--- config.mk ---
export PLATFORM = sky130hd
export DESIGN_NAME = bitmap_byte_suppressor
export DESIGN_NICKNAME = d
export VERILOG_FILES = /design/src/rtl/bbs_pkg.sv /design/src/rtl/bitmap_byte_suppressor.sv
export VERILOG_INCLUDE_DIRS = /design/src /design/src/rtl
export SDC_FILE = /design/constraint.sdc
export NUM_CORES = 1
export LEC_CHECK = 0
export BUFFER_PORTS_ARGS = -buffer_cell sky130_fd_sc_hd__buf_2
export CAP_MARGIN = 5
export CORE_MARGIN = 8
export CORE_UTILIZATION = 40
export CTS_CLUSTER_DIAMETER = 200
export DETAILED_ROUTE_END_ITERATION = 16
export PLACE_DENSITY = 0.57
export SLEW_MARGIN = 20
export SYNTH_ARGS = -nofsm -noshare
export SYNTH_HDL_FRONTEND = slang
export SYNTH_SLANG_ARGS = --single-unit
export TNS_END_PERCENT = 50
--- constraint.sdc ---
create_clock -name clk -period 2.7 [get_ports clk]
set_clock_uncertainty 0.15 [all_clocks]
set_input_delay 0.405 -clock clk [delete_from_list [all_inputs] [get_ports clk]]
set_output_delay 0.405 -clock clk [all_outputs]
set_load 0.02 [all_outputs]
--- src/rtl/bitmap_byte_suppressor_defines.svh ---
// ----------------------------------------------------------------------------
// bitmap byte suppressor assertion macros
// concurrent checks that compile away when ASSERT_OFF is defined
// ----------------------------------------------------------------------------
`ifndef BITMAP_BYTE_SUPPRESSOR_DEFINES_SVH
`define BITMAP_BYTE_SUPPRESSOR_DEFINES_SVH

`ifndef ASSERT_OFF

// same-cycle implication, disabled during reset
`define ASSERT_IMPLY(name, clk, rst_n, ante, cons) \
	name: assert property (@(posedge clk) disable iff (!rst_n) (ante) |-> (cons)) \
		else $error("same-cycle implication check failed");

// next-cycle implication, disabled during reset
`define ASSERT_NEXT(name, clk, rst_n, ante, cons) \
	name: assert property (@(posedge clk) disable iff (!rst_n) (ante) |=> (cons)) \
		else $error("next-cycle implication check failed");

`else

`define ASSERT_IMPLY(name, clk, rst_n, ante, cons)
`define ASSERT_NEXT(name, clk, rst_n, ante, cons)

`endif

`endif

--- src/rtl/bbs_pkg.sv ---
// ----------------------------------------------------------------------------
// bbs_pkg
// payload types, command and output kind codes and sequencer states of the suppressor
// ----------------------------------------------------------------------------
`default_nettype none

package bbs_pkg;

	// group geometry
	localparam int unsigned GROUP_SIZE = 8;
	localparam int unsigned IDX_W      = $clog2(GROUP_SIZE);
	localparam logic [IDX_W-1:0] LAST_IDX = IDX_W'(GROUP_SIZE - 1);

	// end marker base value
	localparam logic [7:0] END_MARK_BASE = 8'h30;

	// command codes
	localparam logic CMD_DATA  = 1'b0;
	localparam logic CMD_FLUSH = 1'b1;

	// output kind codes
	localparam logic [1:0] KIND_MAP = 2'd0;
	localparam logic [1:0] KIND_LIT = 2'd1;
	localparam logic [1:0] KIND_RAW = 2'd2;
	localparam logic [1:0] KIND_END = 2'd3;

	// input item
	typedef struct packed {
		logic       cmd;
		logic [7:0] data_byte;
	} in_item_t;

	// result item
	typedef struct packed {
		logic [1:0] out_kind;
		logic [7:0] out_byte;
		logic       last;
	} out_item_t;

	// sequencer states
	typedef enum logic [1:0] {
		ST_IDLE,
		ST_MAP,
		ST_SCAN,
		ST_MARK
	} seq_state_t;

endpackage

`default_nettype wire

--- src/rtl/bitmap_byte_suppressor.sv ---
// ----------------------------------------------------------------------------
// bitmap_byte_suppressor
// packs bytes in groups of eight behind a presence map, dropping the
// suppressed value; flush emits the partial group raw and an end marker
// ----------------------------------------------------------------------------
//
//  channel   direction  signals                       transfer when
//  src       in         src_valid src_ready src_item  src_valid & src_ready
//  dst       out        dst_valid dst_ready dst_item  dst_valid & dst_ready
//  cfg       in         cfg_we cfg_wdata              cfg_we
//
// a data byte that completes no group sends nothing; a completed group sends its
// map, then each kept literal, the store giving one entry a cycle while the read
// stage is free; a flush sends each tail byte raw, waits until the last has left
// the read stage, then sends the end marker; an empty flush sends only the marker
// output register and read stage stall on dst_ready; src_ready is high only
// while the sequencer is idle; the group store needs no clearing after reset
//
`default_nettype none
`include "bitmap_byte_suppressor_defines.svh"

module bitmap_byte_suppressor
	import bbs_pkg::*;
(
	input  wire logic      clk,
	input  wire logic      arst_n,
	input  wire logic      src_valid,
	output logic           src_ready,
	input  wire in_item_t  src_item,
	output logic           dst_valid,
	input  wire logic      dst_ready,
	output out_item_t      dst_item,
	input  wire logic      cfg_we,
	input  wire logic [7:0] cfg_wdata
);

	// leading entry of a pending mask, entry 0 at the msb
	function automatic logic [IDX_W-1:0] first_entry(input logic [GROUP_SIZE-1:0] mask);
		logic [IDX_W-1:0] idx;
		idx = '0;
		for (int i = GROUP_SIZE - 1; i >= 0; i--) begin
			if (mask[GROUP_SIZE-1-i]) begin
				idx = IDX_W'(i);
			end
		end
		return idx;
	endfunction

	seq_state_t state_q, state_d;

	logic [7:0]            supp_q;
	logic [IDX_W-1:0]      fill_q;
	logic [GROUP_SIZE-1:0] pres_q;
	logic [GROUP_SIZE-1:0] rem_q;
	logic                  raw_q;

	logic [7:0]            grp_mem [GROUP_SIZE];
	logic [7:0]            rdata_s1;
	logic                  valid_s1;
	logic [1:0]            kind_s1;
	logic                  last_s1;

	logic                  dst_valid_q;
	out_item_t             dst_item_q;

	logic                  acc;
	logic                  out_free;
	logic                  s1_move;
	logic                  s1_free;
	logic                  rd_en;
	logic                  map_load;
	logic                  mark_load;
	logic [IDX_W-1:0]      rd_idx;
	logic [GROUP_SIZE-1:0] rem_clr;
	logic [GROUP_SIZE-1:0] pres_nx;

	// handshake and stage movement
	assign src_ready = (state_q == ST_IDLE);
	assign acc       = src_valid && src_ready;
	assign out_free  = !dst_valid_q || dst_ready;
	assign s1_move   = valid_s1 && out_free;
	assign s1_free   = !valid_s1 || s1_move;

	// next entry to read and mask with it retired
	assign rd_idx  = first_entry(rem_q);
	assign rem_clr = rem_q & ~(GROUP_SIZE'(8'h80) >> rd_idx);

	// presence map with the incoming byte folded in
	assign pres_nx = pres_q |
		((src_item.data_byte != supp_q) ? (GROUP_SIZE'(8'h80) >> fill_q) : '0);

	// sequencer state register
	always_ff @(posedge clk or negedge arst_n) begin
		if (!arst_n) begin
			state_q <= ST_IDLE;
		end else begin
			state_q <= state_d;
		end
	end

	// sequencer next state and strobes
	always_comb begin
		state_d   = state_q;
		map_load  = 1'b0;
		mark_load = 1'b0;
		rd_en     = 1'b0;
		unique case (state_q)
			ST_IDLE: begin
				if (src_valid) begin
					if (src_item.cmd == CMD_FLUSH) begin
						state_d = (fill_q == '0) ? ST_MARK : ST_SCAN;
					end else if (fill_q == LAST_IDX) begin
						state_d = ST_MAP;
					end
				end
			end
			ST_MAP: begin
				if (out_free && !valid_s1) begin
					map_load = 1'b1;
					state_d  = (rem_q == '0) ? ST_IDLE : ST_SCAN;
				end
			end
			ST_SCAN: begin
				if (s1_free) begin
					rd_en = 1'b1;
					if (rem_clr == '0) begin
						state_d = raw_q ? ST_MARK : ST_IDLE;
					end
				end
			end
			ST_MARK: begin
				if (out_free && !valid_s1) begin
					mark_load = 1'b1;
					state_d   = ST_IDLE;
				end
			end
			default: state_d = ST_IDLE;
		endcase
	end

	// suppressed byte register
	always_ff @(posedge clk or negedge arst_n) begin
		if (!arst_n) begin
			supp_q <= '0;
		end else if (cfg_we) begin
			supp_q <= cfg_wdata;
		end
	end

	// group fill, presence map and pending entries
	always_ff @(posedge clk or negedge arst_n) begin
		if (!arst_n) begin
			fill_q <= '0;
			pres_q <= '0;
			rem_q  <= '0;
			raw_q  <= 1'b0;
		end else begin
			if (acc && src_item.cmd == CMD_DATA) begin
				if (fill_q == LAST_IDX) begin
					fill_q <= '0;
					pres_q <= '0;
					rem_q  <= pres_nx;
					raw_q  <= 1'b0;
				end else begin
					fill_q <= fill_q + IDX_W'(1);
					pres_q <= pres_nx;
				end
			end else if (acc) begin
				pres_q <= '0;
				rem_q  <= ~({GROUP_SIZE{1'b1}} >> fill_q);
				raw_q  <= 1'b1;
			end
			if (rd_en) begin
				rem_q <= rem_clr;
			end
			if (mark_load) begin
				fill_q <= '0;
			end
		end
	end

	// group store write port
	always_ff @(posedge clk) begin
		if (acc && src_item.cmd == CMD_DATA) begin
			grp_mem[fill_q] <= src_item.data_byte;
		end
	end

	// group store read port, data held while the stage stalls
	always_ff @(posedge clk) begin
		if (rd_en) begin
			rdata_s1 <= grp_mem[rd_idx];
			kind_s1  <= raw_q ? KIND_RAW : KIND_LIT;
			last_s1  <= !raw_q && (rem_clr == '0);
		end
	end

	// read stage valid
	always_ff @(posedge clk or negedge arst_n) begin
		if (!arst_n) begin
			valid_s1 <= 1'b0;
		end else if (rd_en) begin
			valid_s1 <= 1'b1;
		end else if (s1_move) begin
			valid_s1 <= 1'b0;
		end
	end

	// output register valid
	always_ff @(posedge clk or negedge arst_n) begin
		if (!arst_n) begin
			dst_valid_q <= 1'b0;
		end else if (s1_move || map_load || mark_load) begin
			dst_valid_q <= 1'b1;
		end else if (dst_ready) begin
			dst_valid_q <= 1'b0;
		end
	end

	// output register payload
	always_ff @(posedge clk) begin
		if (s1_move) begin
			dst_item_q.out_kind <= kind_s1;
			dst_item_q.out_byte <= rdata_s1;
			dst_item_q.last     <= last_s1;
		end else if (map_load) begin
			dst_item_q.out_kind <= KIND_MAP;
			dst_item_q.out_byte <= rem_q;
			dst_item_q.last     <= (rem_q == '0);
		end else if (mark_load) begin
			dst_item_q.out_kind <= KIND_END;
			dst_item_q.out_byte <= END_MARK_BASE | {5'd0, fill_q};
			dst_item_q.last     <= 1'b1;
		end
	end

	assign dst_valid = dst_valid_q;
	assign dst_item  = dst_item_q;

	// checks
	`ASSERT_NEXT(a_s1_hold, clk, arst_n, valid_s1 && !out_free, valid_s1 && $stable(rdata_s1))
	`ASSERT_IMPLY(a_map_fill, clk, arst_n, state_q == ST_MAP, fill_q == '0)
	`ASSERT_IMPLY(a_scan_pending, clk, arst_n, state_q == ST_SCAN, rem_q != '0)
	`ASSERT_IMPLY(a_mark_done, clk, arst_n, state_q == ST_MARK, rem_q == '0 && raw_q)
	`ASSERT_NEXT(a_group_map, clk, arst_n, acc && src_item.cmd == CMD_DATA && fill_q == LAST_IDX, state_q == ST_MAP)

endmodule

`default_nettype wire

* After elaboration in Yosys (flattened, before gate mapping)
Memories as Yosys holds them, arrays and structs flattened. A register that Yosys moved wholly into a read port is not among the register bits.
Cells that the tools add are included.
** Word-level totals
- Register bits after elaboration :: 46
- Output and inout port bits :: 13
- Input port bits :: 22
- Memory bits (writable) :: 64
- Bits in read-only memories :: 0
- Memories :: 1
- Logic and storage cells :: 109
- Bits in latches :: 0
** Memories
- grp_mem :: words 8, bits a word 8, rd ports 1, clocked after memory_dff 1, write ports 1, line bitmap_byte_suppressor.sv:57 : logic [7:0] grp_mem [GROUP_SIZE];
** Operators by class
- Bitwise operators :: 5
- Shift operators :: 3
- Eq/ne operators :: 13
- Reduce and logical (&&, ||, !) cells :: 25
- Add/subtract/negate cells :: 1
- Div/mod/pow operators :: 0
- Multipliers :: 0
- Mux-type cells :: 48
- $lt $le $gt $ge :: 0
** Operator list (count)
- 8-bit two-way mux :: 8
- 11-bit two-way mux :: 3
- 3-bit two-way mux :: 11
- 8-bit by 3-bit >> shifter with 8-bit output, first input constant :: 3
- 2-bit two-way mux :: 10
- 8-bit logical NOT :: 2
- 8-bit inverter :: 2
- 1-bit two-way mux :: 15
- 2-bit != test, second input constant :: 6
- 8-bit AND :: 1
- 8-bit != test :: 1
- 8-bit bitwise OR :: 1
- 2-bit case mux with 4 select lines :: 1
- 2-bit nonzero test :: 4
- 6-bit AND reduction :: 1
- 3-bit nonzero test :: 2
- 1-bit logical AND :: 5
- 2-bit == test, second input constant :: 2
- 1-bit logical OR :: 4
- 2-bit AND reduction :: 2
- 3-bit by 1-bit adder with 3-bit output, second input constant :: 1
- 3-bit == test, second input constant :: 1
- 1-bit logical NOT :: 3
- 3-bit logical NOT :: 1
- other kinds (5) :: 5

* Logic depth before layout (Yosys ltp)
- Word-level depth :: 15
- Gate-level depth with buffers :: 7
- Depth with buffers taken out :: 7

* Least setup slack after synthesis
OpenSTA, ideal clock, no wires.
- Path kind :: reg-to-reg
- Start point :: register state_q[0]
- End point :: memory grp_mem[0][0] (enable)
- Stages on the path, launching flop included :: 6
- Data arrival time :: 1960 ps
- Library setup time :: 395 ps
- Path buffers :: 2
- Path slack :: 195 ps
- Clock period less this slack :: 2505 ps
- Cell sequence :: dfrtp_1 clkbuf_1 nor3b_2 nand2b_1 clkbuf_1 nor4_1
** Between the ends
- Cells in the longest elaborated chain, start to end :: 5
** Ends and longest elaborated chain
- start, declared :: line bitmap_byte_suppressor.sv:49 : seq_state_t state_q, state_d;
- start signal, assigned :: line bitmap_byte_suppressor.sv:97 : state_q <= state_d;
- 2-bit logical NOT :: line bitmap_byte_suppressor.sv:78 : assign src_ready = (state_q == ST_IDLE);
- 1-bit logical AND :: line bitmap_byte_suppressor.sv:79 : assign acc = src_valid && src_ready;
- 1-bit logical AND :: line bitmap_byte_suppressor.sv:184 : if (acc && src_item.cmd == CMD_DATA) begin
- 1-bit two-way mux :: line bitmap_byte_suppressor.sv:184
- 1-bit two-way mux (implied by the code) :: line bitmap_byte_suppressor.sv:185 : grp_mem[fill_q] <= src_item.data_byte;
- end, declared :: line bitmap_byte_suppressor.sv:57
No other way between the ends.

* Worst setup path after layout
- Start point :: register rem_q[5]
- End point :: register rdata_s1[0] (read register of grp_mem) (data pin)
** Between the ends
- Cells in the longest elaborated chain, start to end :: 3
** Ends and longest elaborated chain
- start, declared :: line bitmap_byte_suppressor.sv:54 : logic [GROUP_SIZE-1:0] rem_q;
- start signal, assigned :: line bitmap_byte_suppressor.sv:162 : rem_q <= pres_nx;
- start signal, assigned :: line bitmap_byte_suppressor.sv:170 : rem_q <= ~({GROUP_SIZE{1'b1}} >> fill_q);
- start signal, assigned :: line bitmap_byte_suppressor.sv:174 : rem_q <= rem_clr;
- 3-bit two-way mux (3 in a row) :: line bitmap_byte_suppressor.sv:42 : if (mask[GROUP_SIZE-1-i]) begin
- end, declared :: line bitmap_byte_suppressor.sv:58 : logic [7:0] rdata_s1;
No other way between the ends.
A chain may end at the register's enable or synchronous reset.

==> metrics.cfg <==
[route]
drc=0
wl_met1_mm=5.69
topRoutingLayerUsed=met4
dr_wl_met2_mm=5.12
routedWlPerCell_microns=18.3
avgViaCountPerCell=5.38
first_pass_iters=5
wirelength_mm=11.6
wl_met3_microns=631
drt_iter0_markers=279
vias=3402
postRouteAntennaNets=0

[floorplan]
die_width_microns=130
start_util_pct=41.1
ios=35
rows=41
dieArea_sq_mm=0.0169
core_sq_mm=0.0127
die_y_microns=130

[setup_path]
reg2reg_depth=4
critPathLaunchType=flop
reg2reg_from=rem_q[5]
reg2reg_to=rdata_s1[0]
required_ps=2680
crit_path_end_kind=flop
crit_start=rem_q[5]
r2r_setup_slack_ps=230
cp_max_fo=18
path_class=reg -> reg
arrival_ps=2450
endpoint=rdata_s1[0]

[min_path]
min_path_type=in -> reg

[yosys]
synth_top_family_by_area=compound AO/OA/AOI/OAI gates
synthTopCellsByCount=edfxtp_1 (86), dfrtp_1 (32), nor2_1 (31)
synthesis.area_sq_mm=0.00521
yosys_most_used_dff=edfxtp_1
synth_compound_area_share_pct=14.3
yosysMostFrequentCell=edfxtp_1
synth_area_leader_cell=edfxtp_1
synth_edf_count=86
syn_nets=422
ys_seq_elements=118
synth-simple-area-share_pct=10.3
yosysWarnings=0
synth_mux_area_share_pct=4.03
yosysTopAreaCellShare_pct=49.5
ys_seq_area_share_pct=64.9
synth.distinct_cells=57
synthAdderAreaFrac_pct=1.68
synth-xor-area-share_pct=1.34
netlist_instances=393
synthTopCellsByArea=edfxtp_1 (50%), dfrtp_1 (15%), a21oi_1 (2.3%)
async_flop_share_pct=27.1
syn_avg_cell_area_sq_um=13.3

[place]
hpwl_mm=8.23
gp_congestion=0.809
io_buffers=34

[clocking]
insertion_delay_ps=410
clk_path_buf_depth=2
cts_max_level=4
cts_buffers=17
cts.sinks=118
root_buffer=clkbuf_16
clkSlewWorstSetupHoldPaths_ps=60
cts_tree=done
postCtsSetupBuffers=0

[grt]
antenna_found_initial=0
grt_use_total_pct=14.8
grt-ovfl-total=0
grt_pass1_vias=3467
grt_max_degree=33
grt_pass1_wl_mm=18.9

[sta]
slew_violations=0
timing_hold_violations_final=0
post-route-period-util_pct=91.6
maxSlewHeadroom_pct=45.2
grt_setup_unrepaired=no
timing.fmax_mhz=404
final.setup.tns_ps=0
period_minus_slack_ps=2470
tightest_slew_ps=817
setup_viol=0

[pwr]
power_density_mw_per_mm2=1230
combPwrFrac_pct=35.5
vdd_drop_max_mv=0.482
switching_share_pct=35.1
report.power.total_w=0.00767
sequentialPowerShare_pct=35.3
p_leak_nw=2.33
pwr-share-clk_pct=29.2
p_sw_w=0.00269
p_int_w=0.00498

[layout]
nets=476
drive_gt1_share_pct=23.7
fillerInstances=1122
antenna_cells=0
post-route-util_pct=49.2
areaGrowthSynthToFinish_pct=19.7

[flow_run]
drv_cap=0

[status]
status=finished, final reports clean

-- layout by cell type, fill, tap and decap left out, types with 12 or more instances in the layout --
cell,Yosys,final
a21oi_1,24,24
buf_2,5,34
buf_4,2,23
clkbuf_16,0,17
dfrtp_1,32,32
edfxtp_1,86,86
mux2i_1,12,12
nand2_1,15,15
nor2_1,31,31
o21ai_0,15,15
o22ai_1,18,18
-- stage by stage --
stage          setup slack, ps  area, sq um  instances  hold slack, ps
6_report                   226         6240        632            76.0
5_1_grt                    106         6240        632            72.5
4_1_cts                    224         6240        632            55.2
3_5_place_dp               229         5640        599             320
3_3_place_gp               268         5640        599             317
2_1_floorplan              195         5210        393           -40.6
-- state kept, by name (all words and copies together), names as in the netlist --
signal	count
rdata_s1	8
valid_s1	1
fill_q	3
last_s1	1
kind_s1	2
grp_mem	64
dst_valid	1
pres_q	8
rem_q	8
supp_q	8
state_q	2
raw_q	1
dst_item	11
-- kinds of logic after synthesis --
family | Yosys count
multiplexers | 20
XOR/XNOR | 8
AO/OA/AOI/OAI | 105
adder cells (fa/ha/maj) | 7
flip-flops | 118
buffers and inverters | 35
AND/OR/NAND/NOR | 100
-- cell type report --
cell class	instances	area (sq um)	share of cell area, %
Clock inverter	13	156	2.51
Tap cell	172	215	3.45
Clock buffer	19	433	6.94
Multi-Input combinational cell	240	1650	26.5
Sequential cell	118	3380	54.2
Timing Repair Buffer	58	353	5.65
Inverter	12	45.0	0.722
-- power by group through the flow --
stage	clock [W]	sequential [W]	combinational, W
after floorplan	0	0.00268	0.00202
after global placement	0	0.00273	0.00267
after detailed placement	0	0.00274	0.00272
after CTS	0.00228	0.00270	0.00274
after global routing	0.00236	0.00275	0.00305
final	0.00224	0.00271	0.00272
-- worst max-delay path: stages (launching register included) --
cell and delay (ps):
dfrtp_1 510, or4_4 590, nor2_4 480, mux2i_1 330
o22ai_1 110
-- routing by layer --
metal	up-vias	GRT usage (%)
li1	1648	-
met1	1640	20.2
met2	100	21.6
met3	14	4.32
met4	0	5.94
met5	-	0
-- repair_timing --
item                                   CTS  global route
hold buffers                             1             0
endpoints found under the hold margin   32             0
resized for setup                        0             0
setup endpoints to repair                0             0
-- worst min path at each step --
stage                       from        end  slack [ps]  cells after the start
floorplan                 arst_n  dst_valid         -40                      0
global placement       pres_q[0]  pres_q[0]         320                      1
detailed placement     pres_q[0]  pres_q[0]         320                      1
CTS                 cfg_wdata[0]  supp_q[0]          60                      2
global route        cfg_wdata[4]  supp_q[4]          70                      2
finish              cfg_wdata[0]  supp_q[0]          80                      2
Power figures use the tool's default switching activity.
